<file path="src/hdl/prc_div.sv">
// Pipelined restoring divider, one quotient bit per stage, with side data.
module prc_div #(
	parameter int NUM_W  = 27,
	parameter int DEN_W  = 27,
	parameter int SIDE_W = 1
) (
	input  logic              clk,
	input  logic              arst_n,
	input  logic              in_valid,
	input  logic [NUM_W-1:0]  num,
	input  logic [DEN_W-1:0]  den,
	input  logic [SIDE_W-1:0] side_in,
	output logic              out_valid,
	output logic [NUM_W-1:0]  quo,
	output logic [SIDE_W-1:0] side_out
);

	logic              vld_s [0:NUM_W];
	logic [DEN_W-1:0]  rem_s [0:NUM_W];
	logic [NUM_W-1:0]  nq_s  [0:NUM_W];
	logic [DEN_W-1:0]  dv_s  [0:NUM_W];
	logic [SIDE_W-1:0] sd_s  [0:NUM_W];

	// stage 0 is the input
	assign vld_s[0] = in_valid;
	assign rem_s[0] = '0;
	assign nq_s[0]  = num;
	assign dv_s[0]  = den;
	assign sd_s[0]  = side_in;

	for (genvar g = 0; g < NUM_W; g++) begin : g_stage
		logic [DEN_W:0] trial;
		logic           ge;

		// shift in the next numerator bit and try a subtract
		assign trial = {rem_s[g], nq_s[g][NUM_W-1]};
		assign ge    = trial >= {1'b0, dv_s[g]};

		always_ff @(posedge clk or negedge arst_n) begin
			if (!arst_n) begin
				vld_s[g+1] <= 1'b0;
			end else begin
				vld_s[g+1] <= vld_s[g];
			end
		end

		always_ff @(posedge clk) begin
			rem_s[g+1] <= ge ? DEN_W'(trial - {1'b0, dv_s[g]}) : trial[DEN_W-1:0];
			nq_s[g+1]  <= {nq_s[g][NUM_W-2:0], ge};
			dv_s[g+1]  <= dv_s[g];
			sd_s[g+1]  <= sd_s[g];
		end
	end

	assign out_valid = vld_s[NUM_W];
	assign quo       = nq_s[NUM_W];
	assign side_out  = sd_s[NUM_W];

endmodule

</file>
<file path="config.mk">
export PLATFORM = sky130hd
export DESIGN_NAME = prc_div
export DESIGN_NICKNAME = d
export VERILOG_FILES = /design/src/hdl/prc_div.sv
export SDC_FILE = /design/constraint.sdc
export NUM_CORES = 2
export LEC_CHECK = 0
export BUFFER_PORTS_ARGS = -buffer_cell sky130_fd_sc_hd__buf_2
export CORE_MARGIN = 3
export CORE_UTILIZATION = 59
export CTS_BUF_LIST = sky130_fd_sc_hd__clkbuf_8
export DETAILED_ROUTE_END_ITERATION = 8
export GPL_ROUTABILITY_DRIVEN = 0
export MAX_ROUTING_LAYER = met4
export PLACE_DENSITY = 0.73
export SLEW_MARGIN = 30
export SYNTH_ARGS = -nofsm -noshare
export SYNTH_HDL_FRONTEND = slang
export SYNTH_SLANG_ARGS = --single-unit
</file>
<file path="constraint.sdc">
create_clock -name clk -period 4 [get_ports clk]
set_input_delay 0.2 -clock clk [delete_from_list [all_inputs] [get_ports clk]]
set_output_delay 0.2 -clock clk [all_outputs]
set_load 0.1 [all_outputs]
</file>
; Yosys cells after proc, flatten, opt, wreduce, memory -nomap -nowiden
; Index checks and enable logic that the tools add are counted.
[totals]
in_bits = 58
output_inout_bits = 29
ff_bits = 2187
elab_cells = 213
[op_classes]
n_addsub = 26
n_lt_le_gt_ge = 27
n_mux = 26
[op_table]
columns = op, count
row1 = $ge A28 B27 Y1, 26
row2 = $mux W27, 25
row3 = $sub A27 B27 Y27, 25
row4 = $ge A1 B27 Y1, 1
row5 = $sub A1 B27 Y27, 1
row6 = $mux W1, 1

; Depth between registers and ports, before layout
[logic_depth]
ltp_word = 2
ltp_mapped = 15
mapped_depth_nobuf = 14

; Least setup slack after synthesis
; No wires, ideal clock.
[synth_timing]
kind = reg2reg
startpoint = register nq_s (netlist bit g_stage[14].trial[0])
endpoint = register rem_s (netlist bit g_stage[15].trial[10])
stages_incl_launch_ff = 16
t_required_ps = 3879
slack_ps = 796
period_less_slack_ps = 3204
arrival_time_ps = 3083
path_buffers = 2
setup_time_ps = 121
path_cell_list = dfxtp_1 inv_1 ha_1 fa_1 nor2b_1 o2111ai_2 and3_1 o31ai_2 a221o_1 a21bo_2 nor2_1 o211ai_1 a41o_1 buf_6 buf_6 mux2_4
[synth_between]
elab_chain_len = 2
elab_cells_between_ends = 3
cone_classes = add/sub: 1 / order compare: 1 / mux: 1
[synth_rtl]
columns = element, line
row1 = start: declaration, 20  ; logic [NUM_W-1:0] nq_s [0:NUM_W];
row2 = start signal: indexed assignment, 49  ; nq_s[g+1] <= {nq_s[g][NUM_W-2:0], ge};
row3 = $sub A27 B27 Y27 / $ge A28 B27 Y1 (equally long branches), "48, 37"
row4 = $mux W27 *, 48  ; rem_s[g+1] <= ge ? DEN_W'(trial - {1'b0, dv_s[g]}) : trial[DEN_W-1:0];
row5 = end signal: indexed assignment, 48
row6 = end: declaration, 19  ; logic [DEN_W-1:0] rem_s [0:NUM_W];
; Every way passes the cells marked *; elsewhere a longest branch is shown, timed or not.
; A chain may end at the register's enable or synchronous reset.

; Worst setup path in the final report
[layout_timing]
startpoint = register nq_s (netlist bit g_stage[5].trial[0])
endpoint = register rem_s (netlist bit g_stage[6].trial[1])
; Same word-level chain as after synthesis.

==> metrics.cfg <==
[yosys]
syn_nets=9577
netlist_instances=8790
synth-edff-count=0
synth_seq_cells=2187
top_cells_by_area_in_the_synthesized_netlist=sky130_fd_sc_hd__dfxtp_1, sky130_fd_sc_hd__ha_1, sky130_fd_sc_hd__inv_1
yosysWarnings=0
yosys.area.top_type_share_pct=49.0
most_used_standard_cell_by_instance_count_after_synthesis=sky130_fd_sc_hd__dfxtp_1
postSynthAreaPerCell_um2=10.0
synthFlopType=sky130_fd_sc_hd__dfxtp_1
syn-cell-area_um2=88200
synth_top_area_cell=sky130_fd_sc_hd__dfxtp_1
synth_cell_types=111
synth.yosys.seq_area_share_pct=49.8
synth_top_cells_by_count=sky130_fd_sc_hd__dfxtp_1, sky130_fd_sc_hd__inv_1, sky130_fd_sc_hd__ha_1
postSynth.asyncResetShare_pct=1.23

[clocking]
post_cts_resized=0
postCtsHoldBufs=115
tritoncts.num_buffers=350
clkLatencyLatePin_ns=1.01
cts_num_sinks=2187
clock_tree.root_cell=sky130_fd_sc_hd__clkbuf_8
post-cts-setup-buffer-count=0
cts_buffer_depth=4
clkTransAtPathRegs_ns=0.06
cts_tree=built
depth_of_the_cts_h_tree=5

[critical_path]
cpMaxStageDelayCell=sky130_fd_sc_hd__o41ai_2
path_delay_family=compound AO/OA/AOI/OAI gates
worst_path_class_setup=reg -> reg
cp.arrival_ns=4.61
critical_path_depth=13
worst_path_largest_cell_delay_ns=0.62
timing.critical_path.mode_cell=sky130_fd_sc_hd__o21ai_1
cp_buf_inv_count=2
path_max_fanout=24
worst_setup_path_start_kind=flop
timing.critical_path.to_type=flop
crit_path_cell_trace=inv_1 -> ha_1 -> fa_1 -> nor2b_1 -> o21ai_1 -> a21boi_1 -> o31a_1 -> o41ai_2 -> o21ai_1 -> a21o_1 -> a41oi_4 -> buf_4 -> mux2i_1
critical_path_required_ns=4.90
reg2reg_depth=13

[timing]
actual_slew_at_the_worst_max_slew_pin_ns=0.892
hold_viol=0
number_of_slew_limit_violations_in_the_final_report=0
fmax_ghz=0.269
relSlewSlack_pct=40.0
setup-tns-final_ns=0
timing.final.crit_period_ns=3.71
skew_ns=0.0650
setup_slack_ns=0.287
grt_setup_unrepaired=no
final_min_period_over_clock_period_pct=92.8
report.final.setup_viol=0

[global_route]
grt_antenna_before_repair=3
grt_pass1_vias=62000
groute.usage.overall_pct=25.0
globalRoute.totalOverflow=0
grt_max_degree=54
grt_first_pass_wirelength_mm=306

[routing]
detailedRoute.firstIterationViolations=3796
detailed_route_drc_error_count=0
route.detailed.vias_per_inst=5.48
wl_per_cell_um=16.7
routed_antenna_nets=0
firstDrtPassIters=8
via_count=62400
routed_wl_mm=191

[final_layout]
num-nets-final=9983
num-fill-cells=11500
layout_cells_sized_above_1_pct=10.6
seq_area_um2=43900
multi_input_comb_area_um2=40100
syn2layout_area_growth_pct=12.4

[status]
status=completed

[worst_hold_path]
whs_path_depth=5
worst_hold_path_type=in -> reg

[floorplanning]
die-height_um=393
io-pin-count=87
core-area_um2=148000
initial_core_util_pct=59.5
dieWidth_um=393
die-area_um2=154000
num_rows=141

[pwr]
total_power_uw=73900
worst_ir_drop_vdd_uv=439
total_leakage_power_uw=0.0471
power_per_cell_area_nw_per_um2=746

[job]
timing.max_cap.violations=0

[place]
numPortBuffers=86
place.detailed.hpwl_mm=143
dp_slack_ns=0.422

through the flow:
stage | utilization (%) | cell area (µm²) | hold WS (ns) | instances
floorplan | - | 88200 | -0.0956 | 8790
global placement | 61.2 | 90600 | 0.205 | 10700
finish | 66.9 | 99100 | 0.145 | 11400
global route | 66.9 | 99100 | 0.134 | 11400
detailed placement | 61.2 | 90700 | 0.221 | 10700
CTS | 66.9 | 99100 | 0.0407 | 11400
sequential cells by signal, indices dropped and copies added, names as in the netlist:
register and cells:
g_stage.trial 728, dv_s 702, nq_s 676, quo 27
sd_s 26, vld_s 26, out_valid 1, side_out 1
report_power, final:
group          internal (µW)  switching, µW
Sequential             25700           2300
Clock                  11100           8280
Combinational          12000          14400
Total                  48900          25000
worst paths after layout:
| kind | from | endpoint | slack [ns] |
|---|---|---|---|
| worst max-delay path | g_stage[5].trial[0] | g_stage[6].trial[1] | 0.29 |
| worst min-delay path | den[9] | nq_s[702] | 0.14 |
| worst max register to register | g_stage[5].trial[0] | g_stage[6].trial[1] | 0.29 |
| worst min register to register | nq_s[352] | nq_s[326] | 0.28 |
| max in group asynchronous | arst_n | vld_s[4] | 3.58 |
| min in group asynchronous | arst_n | vld_s[18] | 0.27 |
final cells by class:
type / count / share of cell area, %
flip-flops and latches: 2187 / 44.3
multi-input cells: 5525 / 40.5
clock buffers: 435 / 6.04
inverters: 878 / 3.33
well taps: 1930 / 2.44
repair buffers: 254 / 2.12
clock inverters: 166 / 1.30
diodes: 5 / 0.0126
cells in the final DEF (no fill, tap or decap), types with 114 or more instances in the layout:
master,n
sky130_fd_sc_hd__mux2_2,234
sky130_fd_sc_hd__dlygate4sd3_1,114
sky130_fd_sc_hd__a21oi_1,620
sky130_fd_sc_hd__clkbuf_8,435
sky130_fd_sc_hd__inv_1,974
sky130_fd_sc_hd__ha_1,704
sky130_fd_sc_hd__o21ai_0,569
sky130_fd_sc_hd__nand3_1,129
sky130_fd_sc_hd__nor2_1,397
sky130_fd_sc_hd__xnor2_1,330
sky130_fd_sc_hd__dfxtp_1,2160
sky130_fd_sc_hd__xor2_1,234
sky130_fd_sc_hd__nand2_1,591
sky130_fd_sc_hd__a21o_1,322
logic make-up (layout without fill, tap and decap cells):
group	Yosys count	after routing	share of synthesized area [%]
DFF	2187	2187	49.8
other	0	5	0
AOI/OAI and AO/OA	2153	2153	15.4
adders and majority gates	729	729	10.6
buffers and inverters	1078	1733	4.89
xor gates and xnor gates	565	565	5.61
muxes	329	329	4.30
and+or+nand+nor	1749	1749	9.46
layer usage:
metal | wire [µm] | GRT usage (%)
met5 | 0 | -
met4 | 9890 | 13.1
met3 | 9310 | 4.11
met2 | 93900 | 43.2
met1 | 77500 | 27.9
tightest hold or removal path, stage by stage:
cell and delay, ns:
sky130_fd_sc_hd__dlygate4sd3_1 0.51, sky130_fd_sc_hd__buf_2 0.11, sky130_fd_sc_hd__nor4_1 0.05, sky130_fd_sc_hd__nand3_1 0.11, sky130_fd_sc_hd__nor2_1 0.08
Power figures use the tool's default switching activity.
